File: src/design/assert_macros.svh
// assertion helpers shared by the rtl
`ifndef ASSERT_MACROS_SVH
`define ASSERT_MACROS_SVH

// cons must hold whenever ante holds
`define LCDT_ASSERT_IMPLY(lbl, clk, rst, ante, cons) \
  lbl: assert property (@(posedge clk) disable iff (rst) (ante) |-> (cons)) \
    else $error("assertion failed");

// cond must never hold
`define LCDT_ASSERT_NEVER(lbl, clk, rst, cond) \
  lbl: assert property (@(posedge clk) disable iff (rst) !(cond)) \
    else $error("assertion failed");

`endif

File: src/design/lcdt_pkg.sv
// ----------------------------------------------------------------------------
// lcdt_pkg
// Shared types and constants of the lcd dot timing controller.
// ----------------------------------------------------------------------------
`default_nettype none

package lcdt_pkg;

  localparam int unsigned DotsW = 9;
  localparam int unsigned LineW = 8;
  localparam int unsigned StepW = 6;
  localparam int unsigned AddrW = 4;
  localparam int unsigned DataW = 32;

  localparam logic [DotsW-1:0] DOTS_PER_LINE = 9'd456;
  localparam logic [DotsW-1:0] OAM_END_DOT   = 9'd80;
  localparam logic [DotsW-1:0] XFER_END_DOT  = 9'd252;
  localparam logic [LineW-1:0] VBLANK_LINE   = 8'd144;
  localparam logic [LineW-1:0] LAST_LINE     = 8'd153;

  localparam logic [1:0] MODE_HBLANK = 2'd0;
  localparam logic [1:0] MODE_VBLANK = 2'd1;
  localparam logic [1:0] MODE_OAM    = 2'd2;
  localparam logic [1:0] MODE_XFER   = 2'd3;

  localparam int unsigned EN_HBLANK = 0;
  localparam int unsigned EN_VBLANK = 1;
  localparam int unsigned EN_OAM    = 2;
  localparam int unsigned EN_COINC  = 3;

  localparam logic [1:0] REG_LCD_ENABLE = 2'd0;
  localparam logic [1:0] REG_LYC        = 2'd1;
  localparam logic [1:0] REG_STAT_EN    = 2'd2;

  typedef struct packed {
    logic             lcd_enable;
    logic [LineW-1:0] lyc;
    logic [3:0]       stat_int_enables;
  } cfg_t;

  typedef struct packed {
    logic [StepW-1:0] dots;
    logic             clear_frame;
  } step_t;

  typedef struct packed {
    logic coin;
    logic irq;
  } cmp_t;

endpackage

`default_nettype wire

File: src/design/lcdt_in_if.sv
// ----------------------------------------------------------------------------
// lcdt_in_if
// Input channel: machine cycle count and frame clear.
// ----------------------------------------------------------------------------
`default_nettype none

interface lcdt_in_if;
  logic       valid;
  logic       ready;
  logic [3:0] cycle_count;
  logic       clear_frame;

  modport source (output valid, output cycle_count, output clear_frame, input ready);
  modport sink (input valid, input cycle_count, input clear_frame, output ready);
endinterface

`default_nettype wire

File: src/design/lcdt_out_if.sv
// ----------------------------------------------------------------------------
// lcdt_out_if
// Result channel: timing state and events of one step.
// ----------------------------------------------------------------------------
`default_nettype none

interface lcdt_out_if;
  logic       valid;
  logic       ready;
  logic [7:0] line;
  logic [1:0] mode_out;
  logic       coincidence;
  logic       vblank_irq;
  logic       stat_irq;
  logic       render_start;
  logic [7:0] render_line;
  logic       frame_done;

  modport source (output valid, output line, output mode_out, output coincidence,
                  output vblank_irq, output stat_irq, output render_start,
                  output render_line, output frame_done, input ready);
  modport sink (input valid, input line, input mode_out, input coincidence,
                input vblank_irq, input stat_irq, input render_start,
                input render_line, input frame_done, output ready);
endinterface

`default_nettype wire

File: src/design/lcd_dot_timing_controller.sv
// ----------------------------------------------------------------------------
// lcd_dot_timing_controller
// Lcd dot and line timing with mode, status interrupts and render requests.
// ----------------------------------------------------------------------------
// Each accepted transaction advances the display by four dots per machine
// cycle, one dot per clock in the dot engine. For each transaction the
// engine takes it from the two-entry input queue, advances through its dots
// and then loads the output register; a result that is not taken holds the
// engine. The input queue takes up to two transactions while the engine runs
// and a result waits in the output register. Registers: 0x0 lcd_enable,
// 0x4 lyc, 0x8 stat_int_enables; write them only while the block is idle.
`default_nettype none

`include "assert_macros.svh"

module lcd_dot_timing_controller (
  input  wire logic                       clk,
  input  wire logic                       rst,
  lcdt_in_if.sink                         in_ch,
  lcdt_out_if.source                      out_ch,
  input  wire logic                       psel,
  input  wire logic                       penable,
  input  wire logic                       pwrite,
  input  wire logic [lcdt_pkg::AddrW-1:0] paddr,
  input  wire logic [lcdt_pkg::DataW-1:0] pwdata,
  output logic [lcdt_pkg::DataW-1:0]      prdata,
  output logic                            pready
);
  import lcdt_pkg::*;

  cfg_t  cfg;
  step_t q_item;
  logic  q_valid;
  logic  q_ready;
  logic  busy;

  lcdt_cfg u_cfg (
    .clk     (clk),
    .rst     (rst),
    .psel    (psel),
    .penable (penable),
    .pwrite  (pwrite),
    .paddr   (paddr),
    .pwdata  (pwdata),
    .prdata  (prdata),
    .pready  (pready),
    .cfg     (cfg)
  );

  lcdt_front u_front (
    .clk     (clk),
    .rst     (rst),
    .in_ch   (in_ch),
    .q_valid (q_valid),
    .q_ready (q_ready),
    .q_item  (q_item)
  );

  lcdt_dot_engine u_engine (
    .clk     (clk),
    .rst     (rst),
    .cfg     (cfg),
    .q_valid (q_valid),
    .q_ready (q_ready),
    .q_item  (q_item),
    .out_ch  (out_ch),
    .busy    (busy)
  );

  `LCDT_ASSERT_NEVER(a_line_range, clk, rst, out_ch.valid && (out_ch.line > LAST_LINE))
  `LCDT_ASSERT_IMPLY(a_vblank_mode, clk, rst, out_ch.valid && (out_ch.line >= VBLANK_LINE), out_ch.mode_out == MODE_VBLANK)
  `LCDT_ASSERT_IMPLY(a_vblank_irq, clk, rst, out_ch.valid && out_ch.vblank_irq, (out_ch.line == VBLANK_LINE) && (out_ch.mode_out == MODE_VBLANK))
  `LCDT_ASSERT_IMPLY(a_render_line, clk, rst, out_ch.valid && !out_ch.render_start, out_ch.render_line == 8'd0)
  `LCDT_ASSERT_IMPLY(a_queue_busy, clk, rst, q_valid, busy)

endmodule

`default_nettype wire

File: src/design/lcdt_front.sv
// ----------------------------------------------------------------------------
// lcdt_front
// Accepts steps, converts machine cycles to dots and queues them (2 deep).
// ----------------------------------------------------------------------------
`default_nettype none

module lcdt_front (
  input  wire logic           clk,
  input  wire logic           rst,
  lcdt_in_if.sink             in_ch,
  output logic                q_valid,
  input  wire logic           q_ready,
  output lcdt_pkg::step_t     q_item
);
  import lcdt_pkg::*;

  step_t      queue [2];
  logic       wr_ptr;
  logic       rd_ptr;
  logic [1:0] count;
  logic       push;
  logic       pop;

  assign in_ch.ready = (count != 2'd2);
  assign push        = in_ch.valid && in_ch.ready;
  assign q_valid     = (count != 2'd0);
  assign pop         = q_valid && q_ready;
  assign q_item      = queue[rd_ptr];

  always_ff @(posedge clk) begin
    if (push) begin
      queue[wr_ptr] <= '{dots: {in_ch.cycle_count, 2'b00}, clear_frame: in_ch.clear_frame};
    end
  end

  always_ff @(posedge clk) begin
    if (rst) begin
      wr_ptr <= 1'b0;
      rd_ptr <= 1'b0;
      count  <= 2'd0;
    end else begin
      if (push) begin
        wr_ptr <= ~wr_ptr;
      end
      if (pop) begin
        rd_ptr <= ~rd_ptr;
      end
      case ({push, pop})
        2'b10:   count <= count + 2'd1;
        2'b01:   count <= count - 2'd1;
        default: count <= count;
      endcase
    end
  end

endmodule

`default_nettype wire

File: src/design/lcdt_dot_engine.sv
// ----------------------------------------------------------------------------
// lcdt_dot_engine
// Runs one dot per cycle for each queued step and registers its result.
// ----------------------------------------------------------------------------
`default_nettype none

module lcdt_dot_engine (
  input  wire logic           clk,
  input  wire logic           rst,
  input  wire lcdt_pkg::cfg_t cfg,
  input  wire logic           q_valid,
  output logic                q_ready,
  input  wire lcdt_pkg::step_t q_item,
  lcdt_out_if.source          out_ch,
  output logic                busy
);
  import lcdt_pkg::*;

  typedef enum logic [2:0] {
    ST_IDLE = 3'b001,
    ST_RUN  = 3'b010,
    ST_DONE = 3'b100
  } state_t;

  state_t           state;
  logic [DotsW-1:0] dot_count;
  logic [LineW-1:0] line_count;
  logic [1:0]       current_mode;
  logic             coincidence_flag;
  logic             lcd_was_on;
  logic             frame_flag;
  logic [StepW-1:0] dots_left;
  logic             irq_stat;
  logic             irq_vblank;
  logic             rstart;
  logic [LineW-1:0] rline;

  logic             out_valid;
  logic [LineW-1:0] out_line;
  logic [1:0]       out_mode;
  logic             out_coin;
  logic             out_vbl;
  logic             out_stat;
  logic             out_rs;
  logic [LineW-1:0] out_rl;
  logic             out_frame;
  logic             out_free;

  logic [DotsW-1:0] dot_next;
  logic [LineW-1:0] line_next;
  logic [1:0]       mode_next;
  logic             coin_next;
  logic             was_on_next;
  logic             frame_next;
  logic             stat_hit;
  logic             vbl_hit;
  logic             rs_hit;
  logic [1:0]       nm;
  logic [DotsW-1:0] dot_inc;
  cmp_t             cmp;

  function automatic cmp_t compare_step(logic [LineW-1:0] l, logic [LineW-1:0] ref_l,
                                        logic coin, logic en);
    cmp_t r;
    r.coin = (l == ref_l);
    r.irq  = (l == ref_l) && !coin && en;
    return r;
  endfunction

  function automatic logic mode_irq(logic [1:0] m, logic [3:0] en);
    logic r;
    case (m)
      MODE_HBLANK: r = en[EN_HBLANK];
      MODE_VBLANK: r = en[EN_VBLANK];
      MODE_OAM:    r = en[EN_OAM];
      default:     r = 1'b0;
    endcase
    return r;
  endfunction

  always_comb begin
    dot_next    = dot_count;
    line_next   = line_count;
    mode_next   = current_mode;
    coin_next   = coincidence_flag;
    was_on_next = lcd_was_on;
    frame_next  = frame_flag;
    stat_hit    = 1'b0;
    vbl_hit     = 1'b0;
    rs_hit      = 1'b0;
    nm          = MODE_HBLANK;
    dot_inc     = '0;
    cmp         = '0;
    if (!cfg.lcd_enable) begin
      dot_next    = '0;
      line_next   = '0;
      mode_next   = MODE_HBLANK;
      was_on_next = 1'b0;
      frame_next  = 1'b0;
      cmp         = compare_step(line_next, cfg.lyc, coin_next, cfg.stat_int_enables[EN_COINC]);
      coin_next   = cmp.coin;
      stat_hit    = cmp.irq;
    end else begin
      if (!lcd_was_on) begin
        was_on_next = 1'b1;
        dot_next    = '0;
        line_next   = '0;
        frame_next  = 1'b0;
        if (mode_next != MODE_OAM) begin
          mode_next = MODE_OAM;
          stat_hit  = stat_hit | cfg.stat_int_enables[EN_OAM];
        end
        cmp       = compare_step(line_next, cfg.lyc, coin_next, cfg.stat_int_enables[EN_COINC]);
        coin_next = cmp.coin;
        stat_hit  = stat_hit | cmp.irq;
      end
      if (line_next >= VBLANK_LINE) begin
        nm = MODE_VBLANK;
      end else if (dot_next < OAM_END_DOT) begin
        nm = MODE_OAM;
      end else if (dot_next < XFER_END_DOT) begin
        nm = MODE_XFER;
      end else begin
        nm = MODE_HBLANK;
      end
      if (nm != mode_next) begin
        rs_hit    = (nm == MODE_XFER);
        mode_next = nm;
        stat_hit  = stat_hit | mode_irq(nm, cfg.stat_int_enables);
      end
      cmp       = compare_step(line_next, cfg.lyc, coin_next, cfg.stat_int_enables[EN_COINC]);
      coin_next = cmp.coin;
      stat_hit  = stat_hit | cmp.irq;
      dot_inc   = dot_next + 9'd1;
      if (dot_inc >= DOTS_PER_LINE) begin
        dot_next  = '0;
        line_next = line_next + 8'd1;
        if (line_next == VBLANK_LINE) begin
          mode_next = MODE_VBLANK;
          vbl_hit   = 1'b1;
          stat_hit  = stat_hit | cfg.stat_int_enables[EN_VBLANK];
        end else if (line_next > LAST_LINE) begin
          line_next  = '0;
          frame_next = 1'b1;
        end
        cmp       = compare_step(line_next, cfg.lyc, coin_next, cfg.stat_int_enables[EN_COINC]);
        coin_next = cmp.coin;
        stat_hit  = stat_hit | cmp.irq;
      end else begin
        dot_next = dot_inc;
      end
    end
  end

  assign q_ready  = (state == ST_IDLE);
  assign out_free = !out_valid || out_ch.ready;
  assign busy     = (state != ST_IDLE) || q_valid;

  always_ff @(posedge clk) begin
    if (rst) begin
      state            <= ST_IDLE;
      dot_count        <= '0;
      line_count       <= '0;
      current_mode     <= MODE_HBLANK;
      coincidence_flag <= 1'b0;
      lcd_was_on       <= 1'b0;
      frame_flag       <= 1'b0;
      out_valid        <= 1'b0;
    end else begin
      if ((state == ST_DONE) && out_free) begin
        out_valid <= 1'b1;
      end else if (out_ch.ready) begin
        out_valid <= 1'b0;
      end
      case (state)
        ST_IDLE: begin
          if (q_valid) begin
            if (q_item.clear_frame) begin
              frame_flag <= 1'b0;
            end
            state <= (q_item.dots == '0) ? ST_DONE : ST_RUN;
          end
        end
        ST_RUN: begin
          dot_count        <= dot_next;
          line_count       <= line_next;
          current_mode     <= mode_next;
          coincidence_flag <= coin_next;
          lcd_was_on       <= was_on_next;
          frame_flag       <= frame_next;
          if (dots_left == 6'd1) begin
            state <= ST_DONE;
          end
        end
        ST_DONE: begin
          if (out_free) begin
            state <= ST_IDLE;
          end
        end
        default: state <= ST_IDLE;
      endcase
    end
  end

  always_ff @(posedge clk) begin
    case (state)
      ST_IDLE: begin
        dots_left  <= q_item.dots;
        irq_stat   <= 1'b0;
        irq_vblank <= 1'b0;
        rstart     <= 1'b0;
        rline      <= '0;
      end
      ST_RUN: begin
        dots_left  <= dots_left - 6'd1;
        irq_stat   <= irq_stat | stat_hit;
        irq_vblank <= irq_vblank | vbl_hit;
        rstart     <= rstart | rs_hit;
        if (rs_hit) begin
          rline <= line_next;
        end
      end
      ST_DONE: begin
        if (out_free) begin
          out_line  <= line_count;
          out_mode  <= current_mode;
          out_coin  <= coincidence_flag;
          out_vbl   <= irq_vblank;
          out_stat  <= irq_stat;
          out_rs    <= rstart;
          out_rl    <= rline;
          out_frame <= frame_flag;
        end
      end
      default: dots_left <= dots_left;
    endcase
  end

  assign out_ch.valid        = out_valid;
  assign out_ch.line         = out_line;
  assign out_ch.mode_out     = out_mode;
  assign out_ch.coincidence  = out_coin;
  assign out_ch.vblank_irq   = out_vbl;
  assign out_ch.stat_irq     = out_stat;
  assign out_ch.render_start = out_rs;
  assign out_ch.render_line  = out_rl;
  assign out_ch.frame_done   = out_frame;

endmodule

`default_nettype wire

File: src/design/lcdt_cfg.sv
// ----------------------------------------------------------------------------
// lcdt_cfg
// APB register file: display enable, line compare, status interrupt enables.
// ----------------------------------------------------------------------------
`default_nettype none

module lcdt_cfg (
  input  wire logic                     clk,
  input  wire logic                     rst,
  input  wire logic                     psel,
  input  wire logic                     penable,
  input  wire logic                     pwrite,
  input  wire logic [lcdt_pkg::AddrW-1:0] paddr,
  input  wire logic [lcdt_pkg::DataW-1:0] pwdata,
  output logic [lcdt_pkg::DataW-1:0]    prdata,
  output logic                          pready,
  output lcdt_pkg::cfg_t                cfg
);
  import lcdt_pkg::*;

  logic       lcd_enable;
  logic [7:0] lyc;
  logic [3:0] stat_int_enables;
  logic [1:0] reg_idx;
  logic       wr_en;

  assign reg_idx = paddr[AddrW-1:2];
  assign pready  = 1'b1;
  assign wr_en   = psel && penable && pwrite;

  always_ff @(posedge clk) begin
    if (rst) begin
      lcd_enable       <= 1'b0;
      lyc              <= '0;
      stat_int_enables <= '0;
    end else if (wr_en) begin
      case (reg_idx)
        REG_LCD_ENABLE: lcd_enable       <= pwdata[0];
        REG_LYC:        lyc              <= pwdata[7:0];
        REG_STAT_EN:    stat_int_enables <= pwdata[3:0];
        default:        lcd_enable       <= lcd_enable;
      endcase
    end
  end

  always_comb begin
    case (reg_idx)
      REG_LCD_ENABLE: prdata = {31'b0, lcd_enable};
      REG_LYC:        prdata = {24'b0, lyc};
      REG_STAT_EN:    prdata = {28'b0, stat_int_enables};
      default:        prdata = '0;
    endcase
  end

  assign cfg = '{lcd_enable: lcd_enable, lyc: lyc, stat_int_enables: stat_int_enables};

endmodule

`default_nettype wire
File: src/flat_wrapper.sv
// flat-port wrapper written by rule: the top's interface ports become plain ports
module lcd_dot_timing_controller_flat import lcdt_pkg::*;
  (clk, rst, psel, penable, pwrite, paddr, pwdata, prdata, pready, in_ch_valid, in_ch_cycle_count, in_ch_clear_frame, in_ch_ready, out_ch_valid, out_ch_line, out_ch_mode_out, out_ch_coincidence, out_ch_vblank_irq, out_ch_stat_irq, out_ch_render_start, out_ch_render_line, out_ch_frame_done, out_ch_ready);
  lcdt_in_if in_ch_i ();
  lcdt_out_if out_ch_i ();
  input  wire logic clk;
  input  wire logic rst;
  input  wire logic psel;
  input  wire logic penable;
  input  wire logic pwrite;
  input  wire logic [lcdt_pkg::AddrW-1:0] paddr;
  input  wire logic [lcdt_pkg::DataW-1:0] pwdata;
  output logic [lcdt_pkg::DataW-1:0] prdata;
  output logic pready;
  input wire logic [$bits(in_ch_i.valid)-1:0] in_ch_valid;
  input wire logic [$bits(in_ch_i.cycle_count)-1:0] in_ch_cycle_count;
  input wire logic [$bits(in_ch_i.clear_frame)-1:0] in_ch_clear_frame;
  output wire logic [$bits(in_ch_i.ready)-1:0] in_ch_ready;
  output wire logic [$bits(out_ch_i.valid)-1:0] out_ch_valid;
  output wire logic [$bits(out_ch_i.line)-1:0] out_ch_line;
  output wire logic [$bits(out_ch_i.mode_out)-1:0] out_ch_mode_out;
  output wire logic [$bits(out_ch_i.coincidence)-1:0] out_ch_coincidence;
  output wire logic [$bits(out_ch_i.vblank_irq)-1:0] out_ch_vblank_irq;
  output wire logic [$bits(out_ch_i.stat_irq)-1:0] out_ch_stat_irq;
  output wire logic [$bits(out_ch_i.render_start)-1:0] out_ch_render_start;
  output wire logic [$bits(out_ch_i.render_line)-1:0] out_ch_render_line;
  output wire logic [$bits(out_ch_i.frame_done)-1:0] out_ch_frame_done;
  input wire logic [$bits(out_ch_i.ready)-1:0] out_ch_ready;
  assign in_ch_i.valid = in_ch_valid;
  assign in_ch_i.cycle_count = in_ch_cycle_count;
  assign in_ch_i.clear_frame = in_ch_clear_frame;
  assign in_ch_ready = in_ch_i.ready;
  assign out_ch_valid = out_ch_i.valid;
  assign out_ch_line = out_ch_i.line;
  assign out_ch_mode_out = out_ch_i.mode_out;
  assign out_ch_coincidence = out_ch_i.coincidence;
  assign out_ch_vblank_irq = out_ch_i.vblank_irq;
  assign out_ch_stat_irq = out_ch_i.stat_irq;
  assign out_ch_render_start = out_ch_i.render_start;
  assign out_ch_render_line = out_ch_i.render_line;
  assign out_ch_frame_done = out_ch_i.frame_done;
  assign out_ch_i.ready = out_ch_ready;
  lcd_dot_timing_controller u_core (.clk(clk), .rst(rst), .in_ch(in_ch_i), .out_ch(out_ch_i), .psel(psel), .penable(penable), .pwrite(pwrite), .paddr(paddr), .pwdata(pwdata), .prdata(prdata), .pready(pready));
endmodule
File: config.mk
export PLATFORM = sky130hd
export DESIGN_NAME = lcd_dot_timing_controller_flat
export DESIGN_NICKNAME = d
export VERILOG_FILES = /design/src/design/lcdt_pkg.sv /design/src/design/lcdt_in_if.sv /design/src/design/lcdt_out_if.sv /design/src/design/lcd_dot_timing_controller.sv /design/src/design/lcdt_front.sv /design/src/design/lcdt_dot_engine.sv /design/src/design/lcdt_cfg.sv /design/src/flat_wrapper.sv
export VERILOG_INCLUDE_DIRS = /design/src /design/src/design
export SDC_FILE = /design/constraint.sdc
export NUM_CORES = 1
export LEC_CHECK = 0
export ABC_AREA = 1
export BUFFER_PORTS_ARGS = -buffer_cell sky130_fd_sc_hd__buf_4
export CAP_MARGIN = 15
export CORE_MARGIN = 1.5
export CORE_UTILIZATION = 30
export DETAILED_ROUTE_END_ITERATION = 8
export PLACE_DENSITY = 0.55
export SLEW_MARGIN = 20
export SYNTH_ARGS = -nofsm -noshare
export SYNTH_HDL_FRONTEND = slang
export SYNTH_SLANG_ARGS = --single-unit
File: constraint.sdc
create_clock -name clk -period 3.1 [get_ports clk]
set_clock_uncertainty 0.2 [all_clocks]
set_input_delay 0.465 -clock clk [delete_from_list [all_inputs] [get_ports clk]]
set_output_delay 0.465 -clock clk [all_outputs]
set_load 0.05 [all_outputs]
==> results_dict.tcl, run 1 <==
set metrics [dict create \
    power_leakage_nw 2.57 \
    status "completed" \
    tns_ns 0 \
    clockBufferDepth 2 \
    ys_ff_latch 94 \
    synth_flop_cell "edfxtp_1" \
    drt-total-wl_um 11400 \
    core_area_um2 15800 \
    via_count 4037 \
    swShare_pct 31.5 \
    setup_viol 0 \
    hold_viol 0 \
    rsz0062_at_grt "false" \
    synth_edf_count 50 \
    crit_required_ns 3.12 \
    synthDistinctLibCells 36 \
    cts_tree "done" \
    crit_type "reg -> reg" \
    dp_slack_ns 0.243 \
    synth_warnings 0 \
    drive_above_1_share_pct 15.7 \
    die-height_um 130 \
    die-area_um2 17000 \
    drc 0 \
    h-tree-depth 3 \
    power.switching_mw 1.05 \
    clkPwrFrac_pct 32.3 \
    ys_seq_area_share_pct 49.1 \
    grt-ovfl-total 0 \
    drt-pass1-iter-count 5 \
    path_max_fanout 15 \
    synthArstFlopShare_pct 0 \
    cp_slowest_stage_delay_ns 0.36 \
    avgSynthCellArea_um2 8.04 \
    synth_area_um2 4850 \
    fmax_mhz 355 \
    worst_pin_slew_ns 0.495 \
    antenna_found_initial 0 \
    hp-class "in -> reg" \
    vias_per_cell 4.57 \
    io_pins 106 \
    relSlewSlack_pct 66.9 \
    cts_buffers 9 \
    insertion_delay_ns 0.36 \
    grt_max_degree 31 \
    drt_iter0_drc 268 \
    grt_first_pass_wirelength_um 18200 \
    finalCriticalPeriod_ns 2.82 \
    numClockSinks 94 \
    fin_ws_ns 0.284 \
    clk_pin_slew_worst_paths_ns 0.08 \
    fp-row-count 46 \
    area_growth_syn_to_layout_pct 18.7 \
    syn_inst 604 \
    crit_slowest_cell "dfxtp_2" \
    routedWlPerCell_um 12.9 \
    hpwl_um 8580 \
    maxCapViolations 0 \
    ant_nets 0 \
    drv_slew 0 \
    grt_usage_pct 13.9 \
    path_common_cell "nand2_1" \
    port_buffers 54 \
    routabilityCongestion 0.865 \
    seqPwrFrac_pct 49.4 \
    crit_path_start_kind "register" \
    crit_chain "nand2_1 > inv_1 > ha_2 > inv_1 > nor2_1 > nand2_1 > nand2_1 > nand2_1 > nor2_2 > nand4_2 > nand2_4 > nand3_1 > nand2_1 > nand2_1 > nor2_1 > nand2_1 > o21bai_1 > nand2_1 > nand2_1" \
    grt_pass1_vias 3810 \
    finalPower_mw 3.32 \
    clockRootBuffer "clkbuf_16" \
    vdd_drop_max_mv 0.269 \
    pwr-share-comb_pct 18.4 \
    finalCritPeriodShare_pct 90.9 \
    p_int_mw 2.28 \
    arrival_ns 2.84 \
    cp-end-kind "register" \
    antenna_cells 0 \
    fin_nets 718 \
    start_util_pct 30.7 \
    die_width_um 130 \
    power_density_nw_per_um2 577 \
]
-- worst max-delay path, delay by kind of cell, from the launching register on --
kind | cells | cell delay [ns]
adders and majority gates | 1 | 0.22
DFF | 1 | 0.36
and+or+nand+nor | 15 | 1.55
buffers and inverters | 2 | 0.18
AOI/OAI and AO/OA | 1 | 0.16
-- cell usage in the layout, fill, tap and decap left out, drive strengths merged --
cell type,synthesis,routed
ha,8,8
nand2,175,175
nand4,12,12
edfxtp,50,50
conb,2,25
nor4,2,2
o211ai,1,1
xor2,9,9
o21ai,31,31
o22ai,1,1
o31ai,1,1
clkinvlp,0,1
nor3,8,8
a31oi,2,2
dfxtp,44,44
nor2,49,49
a2bb2oi,3,3
a22oi,1,1
clkbuf,9,9
inv,70,74
buf,31,64
a21oi,43,43
mux2i,1,1
o21bai,1,1
nand3,45,45
clkinv,2,4
xnor2,3,3
-- cells in the mapped netlist (all sizes together) (2+ instances only) --
cell type  number  area share [%]
a21oi          43             4.5
a2bb2oi         3            0.54
a31oi           2            0.26
buf            31             4.8
clkbuf          9            0.70
clkinv          2            0.15
conb            2            0.15
dfxtp          44              18
edfxtp         50              31
ha              8             2.1
inv            70             5.4
nand2         175              14
nand3          45             4.6
nand4          12             1.8
nor2           49             4.4
nor3            8            0.82
nor4            2            0.26
o21ai          31             3.2
xnor2           3            0.54
xor2            9             1.6
-- power groups by stage --
stage	clock network, mW	logic [mW]	registers (mW)
3_3_place_gp	0	0.601	1.66
3_5_place_dp	0	0.612	1.67
5_1_grt	1.15	0.692	1.66
4_1_cts	1.10	0.617	1.64
6_report	1.07	0.611	1.64
2_1_floorplan	0	0.470	1.66
-- area by class of cell --
class / instances / area, um2
fillers: 1663 / 10100
flip-flops and latches: 94 / 2380
multi-input cells: 421 / 2060
repair buffers: 64 / 480
inverters: 72 / 274
well taps: 216 / 270
clock buffers: 9 / 225
clock inverters: 7 / 62.6
-- through the flow --
step / util (%) / cells / cell area [um2] / hold slack [ns]
after floorplan: - / 627 / 4950 / 0.200
after global placement: 34.3 / 865 / 5430 / 0.200
after detailed placement: 34.3 / 865 / 5430 / 0.206
after CTS: 36.1 / 881 / 5710 / 0.0783
after global routing: 36.4 / 883 / 5760 / 0.0744
final: 36.4 / 883 / 5760 / 0.0883
-- worst paths after layout --
path | cells past startpoint | startpoint | slack, ns | to
worst max-delay path | 19 | u_core.u_engine.lcd_was_on | 0.28 | u_core.u_engine.irq_stat
worst min register to register | 0 | u_core.u_engine.rline[2] | 0.22 | u_core.u_engine.out_ch.render_line[2]
worst min-delay path | 1 | in_ch_cycle_count[3] | 0.09 | u_core.u_front.queue[0][4]
worst max register to register | 19 | u_core.u_engine.lcd_was_on | 0.28 | u_core.u_engine.irq_stat
-- kinds of logic after synthesis --
kind of cell / synth area share [%]
AND/OR/NAND/NOR: 26.0
buffers and inverters: 11.1
flip-flops: 49.1
AO/OA/AOI/OAI: 9.25
XOR/XNOR: 2.17
adder cells (fa/ha/maj): 2.06
other: 0.155
multiplexers: 0.206
-- state kept, by name (all words and copies together) (netlist names), 2 cells and up, named ones only --
register,cells
u_core.u_front.queue,10
u_core.u_engine.dot_count,9
u_core.u_cfg.lyc,8
u_core.u_engine.line_count,8
u_core.u_engine.out_ch.line,8
u_core.u_engine.out_ch.render_line,8
u_core.u_engine.rline,8
u_core.u_engine.dots_left,6
u_core.u_cfg.stat_int_enables,4
u_core.u_engine.state,3
u_core.u_engine.current_mode,2
u_core.u_engine.out_ch.mode_out,2
u_core.u_front.count,2
-- repair_timing --
action | CTS | global route
hold buffers | 0 | 0
setup endpoints to repair | 0 | 11
resized for setup | 0 | 9
buffers inserted | 0 | 2
-- metal layers --
metal	part of all wire [%]	up-vias	track usage, %
met5	0	-	0
met4	1.6	0	5.29
met3	4.0	14	3.03
met2	52	95	25.0
met1	43	1883	16.1
li1	-	2045	-
Power figures use the tool's default switching activity.
==> inputs of run 2 (changes only) <==
==> constraint.sdc (replaced) <==
create_clock -name clk -period 3.1 [get_ports clk]
set_clock_uncertainty 0.2 [all_clocks]
set_input_delay 0.155 -clock clk [delete_from_list [all_inputs] [get_ports clk]]
set_output_delay 0.155 -clock clk [all_outputs]
set_load 0.1 [all_outputs]
==> results_dict.tcl, run 2 (same netlist as run 1, synthesis figures left out) <==
set metrics [dict create \
    holdPathEnd "u_core.u_cfg.lyc[0]" \
    r2r_start "u_core.u_engine.line_count[1]" \
    insertion_delay_ns 0.35 \
    cp-end-kind "register" \
    setup_viol 0 \
    cts_buffers 9 \
    fmax_mhz 350 \
    grt-ovfl-total 0 \
    drt-total-wl_um 11600 \
    final_common_cell "nand2_1" \
    hp-class "in -> reg" \
    drt_iter0_drc 230 \
    crit_type "reg -> reg" \
    grt_pass1_vias 3827 \
    ff2ff_path_depth 22 \
    timing.rr.end "u_core.u_engine.irq_stat" \
    fin_nets 736 \
    die_width_um 130 \
    ant_nets 0 \
    arrival_ns 2.88 \
    fp-row-count 46 \
    post-place-cells 865 \
    drt-pass1-iter-count 4 \
    h-tree-depth 3 \
    layout_common_cells "nand2_1 (168), inv_1 (69), buf_4 (64)" \
    cts_tree "done" \
    drc 0 \
    worst_pin_slew_ns 0.518 \
    path_common_cell "nand2_1" \
    grt_usage_pct 14.2 \
    vdd_drop_max_mv 0.301 \
    min_path_cells 4 \
    top_regs "u_core.u_front.queue (10), u_core.u_engine.dot_count (9)" \
    start_util_pct 30.7 \
    antenna_found_initial 0 \
    final_cells 901 \
    final_core_util_pct 37.6 \
    drive_above_1_share_pct 14.9 \
    core_area_um2 15800 \
    maxCapViolations 0 \
    grt_max_degree 31 \
    port_buffers 54 \
    grt_first_pass_wirelength_um 18400 \
    hpwl_um 8570 \
    status "completed" \
    hold_viol 0 \
    tns_ns 0 \
    path_delay_family "simple AND/OR/NAND/NOR gates" \
    crit_required_ns 3.12 \
    clockBufferDepth 2 \
    rrSetupSlack_ns 0.24 \
    area_growth_syn_to_layout_pct 22.5 \
    relSlewSlack_pct 65.4 \
    via_count 4050 \
    crit_chain "nand2_1 > inv_1 > ha_2 > nand3_2 > nor2_4 > nand2_1 > nand2_1 > nand2_2 > nand2_1 > nor2_4 > nor2_4 > nand2_4 > buf_4 > nand2_1 > nand2_1 > nand2_1 > nand2_1 > nor2_1 > nand2_1 > o21bai_1 > nand2_1 > nand2_1" \
    hp-start "penable" \
    clockRootBuffer "clkbuf_16" \
    regMostFlops "u_core.u_front.queue" \
    path_max_fanout 14 \
    drv_slew 0 \
    cp_slowest_stage_delay_ns 0.37 \
    routabilityCongestion 0.861 \
    crit_path_start_kind "register" \
    die-height_um 130 \
    whs_ns 0.0924 \
    die-area_um2 17000 \
    cp_num_buf_inv 2 \
    routedWlPerCell_um 12.8 \
    crit_slowest_cell "dfxtp_1" \
    clk_pin_slew_worst_paths_ns 0.07 \
    finalCritPeriodShare_pct 92.1 \
    vias_per_cell 4.50 \
    power_density_nw_per_um2 590 \
    finalCriticalPeriod_ns 2.86 \
    io_pins 106 \
    largest_reg_flops 10 \
    numClockSinks 94 \
    antenna_cells 0 \
    power_leakage_nw 2.66 \
]
[run 2: power by group]
group,total [mW],internal [mW],switching [mW]
clock,1.13,0.636,0.493
sequential,1.64,1.54,0.103
combinational,0.736,0.192,0.544
total,3.51,2.37,1.14
[run 2: worst max path at each step]
stage	from	endpoint	slack, ns	cells after the start
final	u_core.u_engine.line_count[1]	u_core.u_engine.irq_stat	0.24	22
after global routing	u_core.u_engine.line_count[1]	u_core.u_engine.irq_stat	-0.02	22
after global placement	u_core.u_engine.lcd_was_on	u_core.u_engine.irq_stat	0.28	19
after CTS	u_core.u_engine.lcd_was_on	u_core.u_engine.irq_stat	0.22	19
after floorplan	paddr[2]	prdata[1]	0.16	4
after detailed placement	u_core.u_engine.lcd_was_on	u_core.u_engine.irq_stat	0.24	19
[run 2: final cells by class]
cell class              instances  area (um2)
clock buffers                   9         225
clock inverters                 7        78.8
fillers                      1650        9880
inverters                      72         270
multi-input cells             421        2060
flip-flops and latches         94        2380
well taps                     216         270
repair buffers                 82         661
[run 2: routing by layer]
| metal | vias up | wire, um | share of wire (%) | GRT usage, % |
|---|---|---|---|---|
| met5 | - | 0 | 0 | 0 |
| met4 | 0 | 232 | 2.0 | 7.32 |
| met3 | 14 | 365 | 3.2 | 3.03 |
| met2 | 86 | 6040 | 52 | 25.5 |
| met1 | 1872 | 4910 | 43 | 15.7 |
| li1 | 2078 | - | - | - |
[run 2: repair_timing]
| item | CTS | global route |
|---|---|---|
| resized for setup | 0 | 6 |
| setup endpoints to repair | 0 | 1 |
| hold buffers | 18 | 0 |
| setup buffers | 0 | 2 |
| hold endpoints to repair | 46 | 0 |
[run 2: tightest hold or removal path: cells and delay by family]
family	cells	cell delay (ns)
AO/OA/AOI/OAI	1	0.14
buffers and inverters	1	0.11
AND/OR/NAND/NOR	2	0.20
[run 2: metrics by stage]
| step | instance area, um2 | total power [mW] | setup WS (ns) |
|---|---|---|---|
| 6_report | 5950 | 3.51 | 0.245 |
| 5_1_grt | 5950 | 3.69 | -0.0226 |
| 4_1_cts | 5910 | 3.55 | 0.217 |
| 3_5_place_dp | 5430 | 2.39 | 0.235 |
| 3_3_place_gp | 5430 | 2.36 | 0.283 |
| 2_1_floorplan | 4950 | 2.23 | 0.162 |
==> inputs of run 3 (changes only) <==
CORE_MARGIN = 2   (was 1.5)
clock period = 2.5 ns   (was 3.1 ns; I/O delays follow)
==> results_dict.tcl, run 3 (same netlist as run 1, synthesis figures left out) <==
set metrics [dict create \
    status "finished, violations left" \
    violations "setup timing" \
    io_pins 106 \
    via_count 4407 \
    hp-class "in -> reg" \
    vdd_drop_max_mv 0.397 \
    setup_viol 12 \
    antenna_found_initial 0 \
    routabilityCongestion 0.897 \
    die-height_um 131 \
    area_growth_syn_to_layout_pct 37.3 \
    fmax_mhz 394 \
    finalCriticalPeriod_ns 2.54 \
    finalCritPeriodShare_pct 101 \
    final_common_cell "nand2_1" \
    drive_above_1_share_pct 27.0 \
    drt_iter0_drc 284 \
    insertion_delay_ns 0.35 \
    cts_tree "done" \
    seq_area_um2 2390 \
    cp-end-kind "register" \
    placed_cell_area_um2 5920 \
    grt_usage_pct 15.0 \
    grt-ovfl-total 0 \
    clockBufferDepth 2 \
    crit_type "reg -> reg" \
    fin_ws_ns -0.0365 \
    crit_required_ns 2.53 \
    dp_slack_ns -0.265 \
    arrival_ns 2.56 \
    worst_pin_slew_ns 0.599 \
    power_density_nw_per_um2 662 \
    ant_nets 0 \
    drt-pass1-iter-count 5 \
    multi_input_area_um2 2230 \
    top_regs "u_core.u_front.queue (10), u_core.u_engine.dot_count (9)" \
    relSlewSlack_pct 60.0 \
    layout_common_cells "nand2_1 (156), buf_4 (127), inv_1 (64)" \
    fp-row-count 46 \
    start_util_pct 30.7 \
    whs_ns 0.0667 \
    path_max_fanout 6 \
    grt_first_pass_wirelength_um 20600 \
    numClockSinks 94 \
    fin_nets 804 \
    vias_per_cell 4.55 \
    die_width_um 131 \
    port_buffers 54 \
    maxCapViolations 0 \
    hpwl_um 9350 \
    drt-total-wl_um 12800 \
    grt_pass1_vias 4211 \
    clk_pin_slew_worst_paths_ns 0.07 \
    drv_slew 0 \
    die-area_um2 17200 \
    h-tree-depth 3 \
    rsz0062_at_grt "true" \
    core_area_um2 15800 \
    largest_reg_flops 10 \
    crit_path_start_kind "register" \
    hold_viol 0 \
    routedWlPerCell_um 13.2 \
    num-fill-cells 1578 \
    antenna_cells 0 \
    power_leakage_nw 3.05 \
    drc 0 \
    grt_max_degree 31 \
    cts_buffers 9 \
    final_area_um2 6670 \
    regMostFlops "u_core.u_front.queue" \
    clockRootBuffer "clkbuf_16" \
]
==> run 3: final cells by class <==
| class | instances | area share (%) |
|---|---|---|
| Sequential cell | 94 | 35.8 |
| Timing Repair Buffer | 149 | 18.0 |
| Multi-Input combinational cell | 422 | 33.5 |
| Tap cell | 216 | 4.05 |
| Clock inverter | 6 | 1.03 |
| Clock buffer | 10 | 3.43 |
| Inverter | 72 | 4.20 |
==> run 3: final timing paths <==
path,start,to,slack [ns],cells after the start
worst min register to register,u_core.u_engine.rline[6],u_core.u_engine.out_ch.render_line[6],0.22,0
worst max-delay path,u_core.u_engine.lcd_was_on,u_core.u_engine.irq_stat,-0.04,19
worst max register to register,u_core.u_engine.lcd_was_on,u_core.u_engine.irq_stat,-0.04,19
worst min-delay path,paddr[2],u_core.u_cfg.stat_int_enables[0],0.07,5
==> run 3: repair_timing <==
| item | in CTS | in global routing |
|---|---|---|
| pin swaps | 22 | 3 |
| gates cloned | 1 | 0 |
| setup buffers | 10 | 4 |
| resized for setup | 28 | 21 |
| endpoints found under the setup margin | 37 | 37 |
| hold endpoints to repair | 48 | 0 |
| hold buffers | 17 | 0 |
==> run 3: worst max-delay path, stage by stage, from the launching register on <==
cell and delay (ns):
dfxtp_4 0.43, buf_6 0.16, nand2_4 0.09, nor2_4 0.16, nand2_1 0.08, nand2_1 0.08, nand2_2 0.07, nor2_4 0.14
nand4_4 0.16, nand2_1 0.11, nand2_1 0.07, nand2_1 0.06, nand2_1 0.04, inv_1 0.05, nand2_1 0.04, nor2_1 0.12
nand2_1 0.08, o21bai_1 0.13, nand2_1 0.06, nand2_1 0.06
==> run 3: layer usage <==
| layer | GRT usage [%] | vias to the layer above | share of wire [%] |
|---|---|---|---|
| li1 | - | 2212 | - |
| met1 | 17.6 | 2047 | 42 |
| met2 | 26.6 | 127 | 51 |
| met3 | 3.40 | 21 | 4.8 |
| met4 | 5.62 | 0 | 2.2 |
| met5 | 0 | - | 0 |
==> run 3: metrics by stage <==
stage | power (mW) | TNS [ns] | instances | utilization (%)
after floorplan | 2.77 | -1.11 | 627 | -
after global placement | 3.03 | -2.77 | 921 | 37.4
after detailed placement | 3.05 | -3.41 | 921 | 37.4
after CTS | 4.47 | -0.309 | 965 | 41.5
after global routing | 4.66 | -3.37 | 969 | 42.1
final | 4.42 | -0.215 | 969 | 42.1
==> run 3: power by group <==
group	switching, mW	internal [mW]
Combinational	0.699	0.302
Sequential	0.130	1.91
Clock	0.598	0.782
